[config.mk]
export PLATFORM = sky130hd
export DESIGN_NAME = message_text_tokenizer_unit
export DESIGN_NICKNAME = d
export VERILOG_FILES = /design/src/hdl/mtt_pkg.sv /design/src/hdl/message_text_tokenizer_unit.sv
export SDC_FILE = /design/constraint.sdc
export NUM_CORES = 1
export LEC_CHECK = 0
export ABC_CLOCK_PERIOD_IN_PS = 4970
export BUFFER_PORTS_ARGS = -buffer_cell sky130_fd_sc_hd__buf_2
export CORE_ASPECT_RATIO = 1.4
export CORE_MARGIN = 3
export CORE_UTILIZATION = 30
export CTS_CLUSTER_SIZE = 30
export DETAILED_ROUTE_END_ITERATION = 16
export HOLD_SLACK_MARGIN = 0.12
export PLACE_DENSITY = 0.58
export SLEW_MARGIN = 20
export SYNTH_ARGS = -nofsm -noshare
export SYNTH_HDL_FRONTEND = slang
export SYNTH_SLANG_ARGS = --single-unit
[constraint.sdc]
create_clock -name clk -period 4.97 [get_ports clk]
set_input_delay 0.994 -clock clk [delete_from_list [all_inputs] [get_ports clk]]
set_output_delay 0.994 -clock clk [all_outputs]
set_load 0.005 [all_outputs]
[src/hdl/mtt_pkg.sv]
`timescale 1ns / 1ps
// ----------------------------------------------------------------------------
// Message text tokenizer package
// Result codes, word classes, float recogniser states and the result record
// shared by the tokenizer, its checker and the testbench.
// ----------------------------------------------------------------------------
package mtt_pkg;

	// Field widths of the channels.
	localparam int CHAR_W = 8;
	localparam int KIND_W = 2;
	localparam int CLASS_W = 2;
	localparam int INDEX_W = 16;
	localparam int LEN_W = 11;

	// Result kinds.
	localparam logic [KIND_W-1:0] KIND_CHAR = 2'd0;
	localparam logic [KIND_W-1:0] KIND_END = 2'd1;
	localparam logic [KIND_W-1:0] KIND_SEMI = 2'd2;
	localparam logic [KIND_W-1:0] KIND_COMMA = 2'd3;

	// Word classes reported at word end.
	localparam logic [CLASS_W-1:0] CLS_SYMBOL = 2'd0;
	localparam logic [CLASS_W-1:0] CLS_FLOAT = 2'd1;
	localparam logic [CLASS_W-1:0] CLS_DOLLAR_NUM = 2'd2;
	localparam logic [CLASS_W-1:0] CLS_DOLLAR_SYM = 2'd3;

	// Character codes.
	localparam logic [CHAR_W-1:0] CH_DOT = 8'h2E;
	localparam logic [CHAR_W-1:0] CH_MINUS = 8'h2D;
	localparam logic [CHAR_W-1:0] CH_PLUS = 8'h2B;
	localparam logic [CHAR_W-1:0] CH_E_LOW = 8'h65;
	localparam logic [CHAR_W-1:0] CH_E_UP = 8'h45;
	localparam logic [CHAR_W-1:0] CH_SEMI = 8'h3B;
	localparam logic [CHAR_W-1:0] CH_COMMA = 8'h2C;
	localparam logic [CHAR_W-1:0] CH_ZERO = 8'h30;
	localparam logic [CHAR_W-1:0] CH_NINE = 8'h39;
	localparam logic [CHAR_W-1:0] CH_SPACE = 8'h20;
	localparam logic [CHAR_W-1:0] CH_TAB = 8'h09;
	localparam logic [CHAR_W-1:0] CH_LF = 8'h0A;
	localparam logic [CHAR_W-1:0] CH_CR = 8'h0D;
	localparam logic [CHAR_W-1:0] CH_BSLASH = 8'h5C;
	localparam logic [CHAR_W-1:0] CH_DOLLAR = 8'h24;

	// Saturation limit of the dollar index.
	localparam logic [INDEX_W-1:0] INDEX_MAX = 16'hFFFF;

	// Float recogniser states.
	localparam int NS_W = 4;
	localparam logic [NS_W-1:0] NS_START = 4'd0;
	localparam logic [NS_W-1:0] NS_MINUS = 4'd1;
	localparam logic [NS_W-1:0] NS_INT = 4'd2;
	localparam logic [NS_W-1:0] NS_LEAD_DOT = 4'd3;
	localparam logic [NS_W-1:0] NS_DOT = 4'd4;
	localparam logic [NS_W-1:0] NS_FRAC = 4'd5;
	localparam logic [NS_W-1:0] NS_EXP = 4'd6;
	localparam logic [NS_W-1:0] NS_EXP_SIGN = 4'd7;
	localparam logic [NS_W-1:0] NS_EXP_DIGIT = 4'd8;
	localparam logic [NS_W-1:0] NS_ERROR = 4'd9;

	// Result queue geometry.
	localparam int QDEPTH = 4;
	localparam int QPTR_W = 2;
	localparam int QCNT_W = 3;

	// One result item.
	typedef struct packed {
		logic [KIND_W-1:0]  kind;
		logic [CHAR_W-1:0]  ch;
		logic [CLASS_W-1:0] cls;
		logic [INDEX_W-1:0] idx;
		logic [LEN_W-1:0]   len;
		logic               last;
	} result_t;

	// Decimal digit test.
	function automatic logic is_digit(input logic [CHAR_W-1:0] c);
		return (c inside {[CH_ZERO:CH_NINE]});
	endfunction

	// Next state of the decimal float recogniser.
	function automatic logic [NS_W-1:0] float_next(input logic [NS_W-1:0] s,
	                                               input logic [CHAR_W-1:0] c);
		logic dg;
		logic dt;
		logic mn;
		logic pl;
		logic ex;
		logic [NS_W-1:0] n;
		dg = is_digit(c);
		dt = (c == CH_DOT);
		mn = (c == CH_MINUS);
		pl = (c == CH_PLUS);
		ex = (c == CH_E_LOW) || (c == CH_E_UP);
		n = NS_ERROR;
		case (s)
			NS_START: begin
				if (mn) n = NS_MINUS;
				else if (dg) n = NS_INT;
				else if (dt) n = NS_LEAD_DOT;
			end
			NS_MINUS: begin
				if (dg) n = NS_INT;
				else if (dt) n = NS_LEAD_DOT;
			end
			NS_INT: begin
				if (dt) n = NS_DOT;
				else if (ex) n = NS_EXP;
				else if (dg) n = NS_INT;
			end
			NS_LEAD_DOT: begin
				if (dg) n = NS_FRAC;
			end
			NS_DOT: begin
				if (dg) n = NS_FRAC;
				else if (ex) n = NS_EXP;
			end
			NS_FRAC: begin
				if (ex) n = NS_EXP;
				else if (dg) n = NS_FRAC;
			end
			NS_EXP: begin
				if (pl || mn) n = NS_EXP_SIGN;
				else if (dg) n = NS_EXP_DIGIT;
			end
			NS_EXP_SIGN: begin
				if (dg) n = NS_EXP_DIGIT;
			end
			NS_EXP_DIGIT: begin
				if (dg) n = NS_EXP_DIGIT;
			end
			default: begin
				n = NS_ERROR;
			end
		endcase
		return n;
	endfunction

endpackage

[src/hdl/message_text_tokenizer_unit.sv]
`timescale 1ns / 1ps
// ----------------------------------------------------------------------------
// Message text tokenizer
// Splits message text into word characters, word ends with their class
// (symbol, float, dollar number, dollar symbol), semicolons and commas.
// ----------------------------------------------------------------------------
//  Channel | Handshake          | Payload
//  --------+--------------------+-------------------------------------------
//  in      | in_valid/in_ready  | char_code, end_of_text
//  out     | out_valid/out_ready| result_kind, char_value, word_class,
//          |                    | dollar_index, word_length, last_of_run
//
// One character is taken per cycle; its zero, one or two results are written
// into a four-entry result queue in the same cycle and appear on the output
// from the next cycle on, one per cycle while out_ready is high.
// A character is taken only while the queue has room for two results, so a
// stalled output stops the input as soon as three or more results are waiting.
// Reset puts the tokenizer outside a word with an empty queue.
// ----------------------------------------------------------------------------
module message_text_tokenizer_unit #(
	parameter int unsigned MAX_WORD = 1024
) (
	input  logic                          clk,
	input  logic                          arst_n,
	input  logic                          in_valid,
	output logic                          in_ready,
	input  logic [mtt_pkg::CHAR_W-1:0]    char_code,
	input  logic                          end_of_text,
	output logic                          out_valid,
	input  logic                          out_ready,
	output logic [mtt_pkg::KIND_W-1:0]    result_kind,
	output logic [mtt_pkg::CHAR_W-1:0]    char_value,
	output logic [mtt_pkg::CLASS_W-1:0]   word_class,
	output logic [mtt_pkg::INDEX_W-1:0]   dollar_index,
	output logic [mtt_pkg::LEN_W-1:0]     word_length,
	output logic                          last_of_run
);
	import mtt_pkg::*;

	localparam int CW = $clog2(MAX_WORD + 1);
	localparam logic [CW-1:0] MAX_CNT = CW'(MAX_WORD);

	// Tokenizer state.
	logic               inside_q;
	logic [NS_W-1:0]    nstate_q;
	logic               esc_q;
	logic               pend_q;
	logic               seen_q;
	logic               digits_q;
	logic [INDEX_W-1:0] acc_q;
	logic [CW-1:0]      kept_q;

	// Next state and results of the current character.
	logic               inside_d;
	logic [NS_W-1:0]    nstate_d;
	logic               esc_d;
	logic               pend_d;
	logic               seen_d;
	logic               digits_d;
	logic [INDEX_W-1:0] acc_d;
	logic [CW-1:0]      kept_d;
	result_t            res0;
	result_t            res1;
	logic [1:0]         n_res;

	// Result queue.
	result_t            queue_q [QDEPTH];
	logic [QPTR_W-1:0]  wr_q;
	logic [QPTR_W-1:0]  rd_q;
	logic [QCNT_W-1:0]  cnt_q;

	logic in_fire;
	logic out_fire;

	assign in_ready = (cnt_q <= QCNT_W'(QDEPTH - 2));
	assign in_fire = in_valid && in_ready;
	assign out_fire = out_valid && out_ready;

	// Character classification, state update and result forming.
	always_comb begin
		logic sp;
		logic sep;
		logic dg;
		logic [KIND_W-1:0] sep_kind;
		logic b_esc;
		logic b_pend;
		logic b_seen;
		logic b_digits;
		logic [INDEX_W-1:0] b_acc;
		logic [CW-1:0] b_kept;
		logic [NS_W-1:0] b_ns;
		logic [19:0] prod;
		logic kept_byte;
		logic fin;
		result_t end_res;
		result_t sep_res;
		result_t chr_res;

		sp = (char_code == CH_SPACE) || (char_code == CH_TAB) ||
		     (char_code == CH_LF) || (char_code == CH_CR);
		sep = (char_code == CH_SEMI) || (char_code == CH_COMMA);
		dg = is_digit(char_code);
		sep_kind = (char_code == CH_SEMI) ? KIND_SEMI : KIND_COMMA;

		sep_res = '0;
		sep_res.kind = sep_kind;
		sep_res.last = 1'b1;

		// A fresh word starts from cleared state.
		b_esc = inside_q ? esc_q : 1'b0;
		b_pend = inside_q ? pend_q : 1'b0;
		b_seen = inside_q ? seen_q : 1'b0;
		b_digits = inside_q ? digits_q : 1'b0;
		b_acc = inside_q ? acc_q : '0;
		b_kept = inside_q ? kept_q : '0;
		b_ns = inside_q ? nstate_q : NS_START;

		// Word path update.
		nstate_d = (b_ns != NS_ERROR) ? float_next(b_ns, char_code) : b_ns;
		seen_d = b_seen || (b_pend && dg);
		pend_d = !b_esc && (char_code == CH_DOLLAR);
		kept_byte = !(!b_esc && (char_code == CH_BSLASH));
		esc_d = !kept_byte;
		digits_d = b_digits;
		acc_d = b_acc;
		prod = {1'b0, b_acc, 3'b000} + {3'b000, b_acc, 1'b0} +
		       {12'd0, char_code - CH_ZERO};
		kept_d = b_kept;
		if (kept_byte) begin
			if (b_kept == '0) begin
				digits_d = (char_code == CH_DOLLAR);
			end else if (b_digits) begin
				if (dg) begin
					acc_d = (prod > 20'(INDEX_MAX)) ? INDEX_MAX : prod[INDEX_W-1:0];
				end else begin
					digits_d = 1'b0;
				end
			end
			kept_d = b_kept + 1'b1;
		end
		fin = end_of_text || (kept_d >= MAX_CNT);

		chr_res = '0;
		chr_res.kind = KIND_CHAR;
		chr_res.ch = char_code;

		// Word end record from either the held or the updated state.
		end_res = '0;
		end_res.kind = KIND_END;
		inside_d = inside_q;
		res0 = '0;
		res1 = '0;
		n_res = 2'd0;

		if (inside_q && !esc_q && (sp || sep)) begin
			// Word closed by whitespace or a separator.
			if ((nstate_q == NS_INT) || (nstate_q == NS_DOT) ||
			    (nstate_q == NS_FRAC) || (nstate_q == NS_EXP_DIGIT)) begin
				end_res.cls = CLS_FLOAT;
			end else if (seen_q) begin
				end_res.cls = digits_q ? CLS_DOLLAR_NUM : CLS_DOLLAR_SYM;
				end_res.idx = digits_q ? acc_q : '0;
			end
			end_res.len = LEN_W'(kept_q);
			end_res.last = !sep;
			res0 = end_res;
			res1 = sep_res;
			n_res = sep ? 2'd2 : 2'd1;
			inside_d = 1'b0;
		end else if (!inside_q && sp) begin
			n_res = 2'd0;
		end else if (!inside_q && sep) begin
			res0 = sep_res;
			n_res = 2'd1;
		end else begin
			// Character taken into a word.
			if ((nstate_d == NS_INT) || (nstate_d == NS_DOT) ||
			    (nstate_d == NS_FRAC) || (nstate_d == NS_EXP_DIGIT)) begin
				end_res.cls = CLS_FLOAT;
			end else if (seen_d) begin
				end_res.cls = digits_d ? CLS_DOLLAR_NUM : CLS_DOLLAR_SYM;
				end_res.idx = digits_d ? acc_d : '0;
			end
			end_res.len = LEN_W'(kept_d);
			end_res.last = 1'b1;
			inside_d = !fin;
			if (kept_byte) begin
				chr_res.last = !fin;
				res0 = chr_res;
				res1 = end_res;
				n_res = fin ? 2'd2 : 2'd1;
			end else begin
				res0 = end_res;
				n_res = fin ? 2'd1 : 2'd0;
			end
		end
	end

	// Tokenizer state registers; a word that is left returns to cleared state.
	always_ff @(posedge clk or negedge arst_n) begin
		if (!arst_n) begin
			inside_q <= 1'b0;
			nstate_q <= NS_START;
			esc_q <= 1'b0;
			pend_q <= 1'b0;
			seen_q <= 1'b0;
			digits_q <= 1'b0;
			acc_q <= '0;
			kept_q <= '0;
		end else if (in_fire) begin
			inside_q <= inside_d;
			if (inside_d) begin
				nstate_q <= nstate_d;
				esc_q <= esc_d;
				pend_q <= pend_d;
				seen_q <= seen_d;
				digits_q <= digits_d;
				acc_q <= acc_d;
				kept_q <= kept_d;
			end else begin
				nstate_q <= NS_START;
				esc_q <= 1'b0;
				pend_q <= 1'b0;
				seen_q <= 1'b0;
				digits_q <= 1'b0;
				acc_q <= '0;
				kept_q <= '0;
			end
		end
	end

	// Result queue storage.
	always_ff @(posedge clk) begin
		if (in_fire && (n_res != 2'd0)) begin
			queue_q[wr_q] <= res0;
		end
		if (in_fire && (n_res == 2'd2)) begin
			queue_q[wr_q + 1'b1] <= res1;
		end
	end

	// Result queue pointers and fill level.
	always_ff @(posedge clk or negedge arst_n) begin
		if (!arst_n) begin
			wr_q <= '0;
			rd_q <= '0;
			cnt_q <= '0;
		end else begin
			if (in_fire) begin
				wr_q <= wr_q + QPTR_W'(n_res);
			end
			if (out_fire) begin
				rd_q <= rd_q + 1'b1;
			end
			cnt_q <= cnt_q + (in_fire ? QCNT_W'(n_res) : '0) -
			         QCNT_W'(out_fire);
		end
	end

	// Head of the queue drives the output transfer.
	assign out_valid = (cnt_q != '0);
	assign result_kind = queue_q[rd_q].kind;
	assign char_value = queue_q[rd_q].ch;
	assign word_class = queue_q[rd_q].cls;
	assign dollar_index = queue_q[rd_q].idx;
	assign word_length = queue_q[rd_q].len;
	assign last_of_run = queue_q[rd_q].last;

endmodule

==> results.json, run 1 <==
{
  "grt_pass1_vias": 9673,
  "crit-reg2reg-launch": "inside_q$_DFFE_PN0P_",
  "hold_class": "reg -> reg",
  "core-area_um2": 39700,
  "rsz0062_at_grt": "no",
  "ys_types": 94,
  "clk_pin_slew_ns": 0.07,
  "min-delay-start": "queue_q[2][33]$_SDFFE_PP0P_",
  "synth_edf_count": 128,
  "fp.dieW_um": 176,
  "r2r_end": "queue_q[0][25]$_DFFE_PP_",
  "design_area_um2": 13800,
  "p_total_mw": 5.96,
  "powerDensity_nw_per_um2": 432,
  "syn_nets": 1115,
  "io_pins": 55,
  "hold_end": "queue_q[2][33]$_SDFFE_PP0P_",
  "seqCellArea_um2": 5560,
  "worstMarginPinSlew_ns": 1.01,
  "start_util_pct": 30.6,
  "overflow": 0,
  "worst_ep_required_time_ns": 5.11,
  "grt.total_usage_pct": 17.2,
  "route.detailed.drc": 0,
  "vias": 9475,
  "whs_path_depth": 2,
  "ant_nets": 0,
  "clkLatencyLatePin_ns": 0.52,
  "rr_worst_depth": 17,
  "dieArea_um2": 43000,
  "fin_tns_setup_ns": 0,
  "syn_inst": 1055,
  "synth_warnings": 0,
  "timing.final.hold_violations": 0,
  "htreeDepth": 1,
  "synth-main-ff-cell": "edfxtp_1",
  "r2r_slack_ns": 0.32,
  "peakVddDrop_mv": 0.186,
  "cts_num_sinks": 203,
  "post_drt_wl_per_cell_um": 22.8,
  "io_buffers": 54,
  "async_flop_share_pct": 21.2,
  "postCtsResizedCells": 0,
  "drt_first_pass_iters": 5,
  "placementRows": 86,
  "max_freq_mhz": 215,
  "n_fill_cell": 3978,
  "dpl.hpwl_mm": 24.4,
  "grt_max_degree": 61,
  "nets": 1155,
  "grt_pass1_wl_mm": 58.3,
  "critPathMaxFanout": 32,
  "synth_seq_area_share_pct": 45.8,
  "antenna_found_initial": 0,
  "p_leak_nw": 5.08,
  "criticalPathCategory": "reg -> reg",
  "cts_made_buffers": 21,
  "run_status": "finished clean",
  "wirelength_mm": 37.3,
  "cts_root_buf": "clkbuf_16",
  "clock_path_buffers": 3,
  "final-max-slew-violation-count": 0,
  "vias_per_cell": 5.79,
  "first_iter_violations": 867,
  "clock_skew_ns": 0.0188,
  "end_kind": "flip-flop",
  "postPlaceCellArea_um2": 13100,
  "n_antenna_cell": 0,
  "layout_min_cycle_time_ns": 4.65,
  "finalSetupViolCount": 0,
  "cap_viol_max_count": 0,
  "yosys_register_bits": 203,
  "max_slew_margin_pct": 32.4,
  "period_share_pct": 93.5,
  "gp_congestion": 0.849,
  "arrival_ns": 4.79,
  "chipHeight_um": 244,
  "cts_tree": "done",
  "multiInputGateArea_um2": 6000,
  "drive_gt1_share_pct": 20.1,
  "critPathLaunchType": "flip-flop",
  "synth_area_per_cell_um2": 11.5,
  "syn_area_um2": 12100,
  "syn_to_final_growth_pct": 13.5
}
## worst max-delay path by stage
stage	start	end	slack, ns	cells after the start
after floorplan	char_code[7]	queue_q[3][0]$_DFFE_PP_	0.15	15
after detailed placement	char_code[4]	queue_q[0][22]$_DFFE_PP_	0.07	16
after CTS	inside_q$_DFFE_PN0P_	queue_q[0][22]$_DFFE_PP_	0.24	17
after global placement	char_code[4]	queue_q[0][23]$_DFFE_PP_	0.1	14
final	inside_q$_DFFE_PN0P_	queue_q[0][25]$_DFFE_PP_	0.32	17
after global routing	inside_q$_DFFE_PN0P_	queue_q[0][26]$_DFFE_PP_	0.06	17
## kinds of logic (layout without fill, tap and decap cells)
logic type      after synthesis  after routing  share of synthesized area (%)
flops                       203            203                           45.8
mux                          43             43                           7.70
xor+xnor                     32             32                           2.31
simple gates                278            278                           12.1
compound gates              329            329                           21.8
fa+ha+maj                    47             47                           5.27
buf+inv                     123            177                           5.01
## through the flow
step | instances | util [%] | hold slack (ns) | setup WS, ns
3_5_place_dp | 1599 | 33.0 | 0.447 | 0.0736
6_report | 1637 | 34.7 | 0.452 | 0.323
2_1_floorplan | 1055 | - | 0.433 | 0.150
4_1_cts | 1636 | 34.7 | 0.456 | 0.238
3_3_place_gp | 1599 | 33.0 | 0.440 | 0.0992
5_1_grt | 1637 | 34.7 | 0.472 | 0.0619
## cell usage in the layout, fill, tap and decap left out, types with 16 or more instances in the layout
cell type and instances:
inv_1 26, buf_2 54, a32o_1 96, nor2_1 30, o21ai_0 32, ha_1 40, mux4_2 40, nand3_1 37
clkbuf_16 23, nand2_1 108, dfrtp_1 41, a21oi_1 55, edfxtp_1 128, xnor2_1 20, buf_4 54, o22ai_1 33
and2_1 16, a22o_1 21, a2bb2oi_1 16, dfxtp_1 32
## flip-flops by register name, indices dropped and copies added, names as in the netlist
register / flops
seen_q: 1
inside_q: 1
digits_q: 1
rd_q: 2
queue_q: 160
wr_q: 2
acc_q: 16
pend_q: 1
kept_q: 11
cnt_q: 3
nstate_q: 4
esc_q: 1
## power by group
group / total (mW) / leakage, nW / internal, mW / switching (mW)
Combinational: 1.91 / 2.70 / 0.865 / 1.05
Clock: 1.61 / 0.330 / 0.904 / 0.708
Sequential: 2.44 / 2.05 / 2.14 / 0.295
## per-layer routing
layer	part of all wire [%]	vias up	GRT usage (%)
met1	40	4776	21.7
met4	3.1	0	6.29
met3	6.0	81	1.91
met2	51	371	30.2
met5	0	-	0
li1	-	4247	-
## critical path, stage by stage, from the launching register on
cell	delay (ns)
dfrtp_1	0.56
nand2_1	0.22
inv_1	0.17
ha_1	0.30
inv_1	0.10
a41o_1	0.29
nor3_4	0.27
xnor2_1	0.21
a21o_1	0.20
ha_1	0.29
nand2_1	0.09
o22ai_1	0.16
a41oi_2	0.13
nor4bb_2	0.48
buf_4	0.19
nor2_1	0.04
inv_1	0.05
buf_4	0.47
## cell type report
class | instances | share of cell area (%)
multi-input combinational | 729 | 43.5
sequential | 203 | 40.3
timing repair buffer | 114 | 5.77
tap | 528 | 4.79
clock buffer | 29 | 4.34
inverter | 26 | 0.708
clock inverter | 8 | 0.572
## repair_timing
action | in CTS | in global routing
setup buffers | 0 | 1
setup endpoints to repair | 0 | 15
hold buffers | 0 | 0
## cells in the mapped netlist (10+ instances only)
cell type / n / area [µm²]
a21o_1: 10 / 75.1
a21oi_1: 55 / 275
a22o_1: 21 / 184
a2bb2oi_1: 16 / 140
a32o_1: 96 / 961
and2_1: 17 / 106
buf_1: 10 / 37.5
buf_2: 24 / 120
clkbuf_1: 47 / 176
dfrtp_1: 43 / 1080
dfxtp_1: 32 / 641
edfxtp_1: 128 / 3840
ha_1: 40 / 500
inv_1: 25 / 93.8
mux4_2: 40 / 901
nand2_1: 108 / 405
nand2b_1: 10 / 62.6
nand3_1: 37 / 185
nor2_1: 31 / 116
o21ai_0: 32 / 160
o22ai_1: 33 / 206
o31ai_1: 10 / 75.1
xnor2_1: 20 / 175
xor2_1: 12 / 105
(Power assumes the default switching activity.)
==> run 2: changes to the inputs <==
- CORE_ASPECT_RATIO: 1.4 -> 2
==> run 2 against run 1 <==
  * Final area decreased by 0.20%
  * Highest routed layer unchanged
  * Setup slack got worse by 0.075 ns
  * Global-route usage increased by 1.2 points
  * Sequential power about the same
  * Routed wire length increased by 7.9%
  * Hold slack improved by 0.0028 ns
  * Via count decreased by 0.12%
  * Count of clock-buffer cells in the layout decreased by 2
  * First-iteration DRC count decreased by 17%
  * Sequential share of layout area increased by 0.081 points
  * Die area increased by 0.26%
  * Critical path depth unchanged
==> results.json, run 2 (same netlist as run 1, synthesis figures left out) <==
{
  "worstMarginPinSlew_ns": 1.01,
  "seqCellArea_um2": 5560,
  "timing.final.hold_violations": 0,
  "cts_tree": "done",
  "layout_common_cells": "128 x edfxtp_1, 108 x nand2_1, 96 x a32o_1, 55 x a21oi_1, 54 x buf_2",
  "route.detailed.drc": 0,
  "cap_viol_max_count": 0,
  "crit-reg2reg-launch": "inside_q$_DFFE_PN0P_",
  "core-area_um2": 39700,
  "largest_reg_flops": 160,
  "period_share_pct": 95.0,
  "nets": 1148,
  "post_cts_buffers": 0,
  "critPathLaunchType": "flip-flop",
  "peakVddDrop_mv": 0.215,
  "grt_max_degree": 61,
  "cts_made_buffers": 19,
  "start_util_pct": 30.6,
  "p_leak_nw": 5.06,
  "placementRows": 103,
  "wirelength_mm": 40.2,
  "grt_pass1_vias": 9881,
  "worst_ep_required_time_ns": 5.17,
  "hold_end": "queue_q[2][30]$_SDFFE_PP0P_",
  "io_pins": 55,
  "cts_hold_buf": 0,
  "end_kind": "flip-flop",
  "critPathMaxStageDelay_ns": 0.69,
  "first_iter_violations": 721,
  "drt_first_pass_iters": 7,
  "r2r_end": "queue_q[0][17]$_DFFE_PP_",
  "chipHeight_um": 291,
  "antenna_found_initial": 1,
  "clock_skew_ns": 0.0130,
  "grt.total_usage_pct": 18.4,
  "vias": 9464,
  "cpMaxStageDelayCell": "dfrtp_1",
  "whs_path_depth": 2,
  "overflow": 0,
  "finalSetupViolCount": 0,
  "r2r_slack_ns": 0.25,
  "cts_root_buf": "clkbuf_16",
  "gp_congestion": 0.915,
  "run_status": "finished clean",
  "grt_pass1_wl_mm": 60.7,
  "crit_path_frequent_cell": "inv_1",
  "rsz0062_at_grt": "no",
  "clk_pin_slew_ns": 0.07,
  "dieArea_um2": 43100,
  "max_slew_margin_pct": 32.8,
  "postCtsResizedCells": 0,
  "n_fill_cell": 4055,
  "max_freq_mhz": 212,
  "arrival_ns": 4.92,
  "criticalPathCategory": "reg -> reg",
  "powerDensity_nw_per_um2": 438,
  "cp_cell_sequence": "buf_12, nand2_1, inv_1, ha_1, inv_1, a41o_1, nor3_4, xnor2_1, a21o_1, ha_1, o21ai_0, o211a_1, o31a_4, nor3_4, nor2_1, inv_1, buf_12",
  "min-delay-start": "queue_q[2][30]$_SDFFE_PP0P_",
  "reg.largest.list": "queue_q: 160 flops, acc_q: 16 flops, kept_q: 11 flops",
  "vias_per_cell": 5.82,
  "clock_path_buffers": 3,
  "htreeDepth": 1,
  "layout_commonest_cell": "edfxtp_1",
  "critPathMaxFanout": 43,
  "io_buffers": 54,
  "cts_num_sinks": 203,
  "hold_class": "reg -> reg",
  "post_drt_wl_per_cell_um": 24.7,
  "fp.dieW_um": 148,
  "layout_min_cycle_time_ns": 4.72,
  "multiInputGateArea_um2": 5990,
  "ant_nets": 0,
  "utilization_pct": 34.7,
  "regMostFlops": "queue_q",
  "clkLatencyLatePin_ns": 0.52,
  "drive_gt1_share_pct": 19.8,
  "dpl.hpwl_mm": 28.7,
  "fin_tns_setup_ns": 0,
  "syn_to_final_growth_pct": 13.3,
  "rr_worst_depth": 17,
  "final-max-slew-violation-count": 0
}
## run 2: cell types whose count changed in the layout (fill, tap and decap cells not counted), moves of 2 or more
cell and delta:
clkbuf_8 +3, buf_4 -8, buf_12 +3, clkbuf_1 -2
clkbuf_16 -3
## run 2: power breakdown
group / leakage, nW / total (mW) / switching, mW / internal, mW
sequential: 2.05 / 2.41 / 0.269 / 2.14
clock: 0.325 / 1.57 / 0.676 / 0.897
combinational: 2.68 / 2.05 / 1.16 / 0.887
## run 2: area by class of cell
class	count	area share [%]
multi-input cells	729	43.5
flip-flops and latches	203	40.4
repair buffers	109	5.78
well taps	525	4.77
clock buffers	27	4.05
clock inverters	7	0.727
inverters	26	0.709
diodes	1	0.0182
## run 2: how the worst max path moves through the flow
| stage | start | to | slack (ns) | depth (start not counted) |
|---|---|---|---|---|
| after global routing | inside_q$_DFFE_PN0P_ | queue_q[0][17]$_DFFE_PP_ | 0.009 | 17 |
| after floorplan | char_code[7] | queue_q[3][0]$_DFFE_PP_ | 0.15 | 15 |
| final | inside_q$_DFFE_PN0P_ | queue_q[0][17]$_DFFE_PP_ | 0.25 | 17 |
| after detailed placement | char_code[4] | queue_q[2][27]$_DFFE_PP_ | 0.03 | 14 |
| after global placement | char_code[4] | queue_q[2][27]$_DFFE_PP_ | 0.04 | 14 |
| after CTS | inside_q$_DFFE_PN0P_ | queue_q[2][27]$_DFFE_PP_ | 0.26 | 12 |
## run 2: worst max-delay path: cells and delay by family (launching register included)
kind                     cells  cell delay (ns)
flip-flops                   1             0.69
buffers and inverters        5             0.85
AND/OR/NAND/NOR              4             0.93
XOR/XNOR                     1             0.12
AO/OA/AOI/OAI                5             1.15
adder cells (fa/ha/maj)      2             0.61
## run 2: metrics by stage
| step | setup WS (ns) | power [mW] | hold slack (ns) | cell area, µm² | cells |
|---|---|---|---|---|---|
| after global placement | 0.0435 | 4.51 | 0.439 | 13100 | 1592 |
| after floorplan | 0.150 | 3.60 | 0.433 | 12100 | 1055 |
| final | 0.248 | 6.03 | 0.455 | 13800 | 1627 |
| after detailed placement | 0.0266 | 4.54 | 0.445 | 13100 | 1592 |
| after CTS | 0.262 | 6.12 | 0.455 | 13800 | 1626 |
| after global routing | 0.00900 | 6.32 | 0.471 | 13800 | 1627 |
## run 2: per-layer routing
metal | up-vias | GRT usage (%) | share of wire [%]
met5 | - | 0 | 0
met1 | 4792 | 18.3 | 33
li1 | 4234 | - | -
met3 | 99 | 2.09 | 4.3
met2 | 339 | 35.6 | 56
met4 | 0 | 10.7 | 6.0
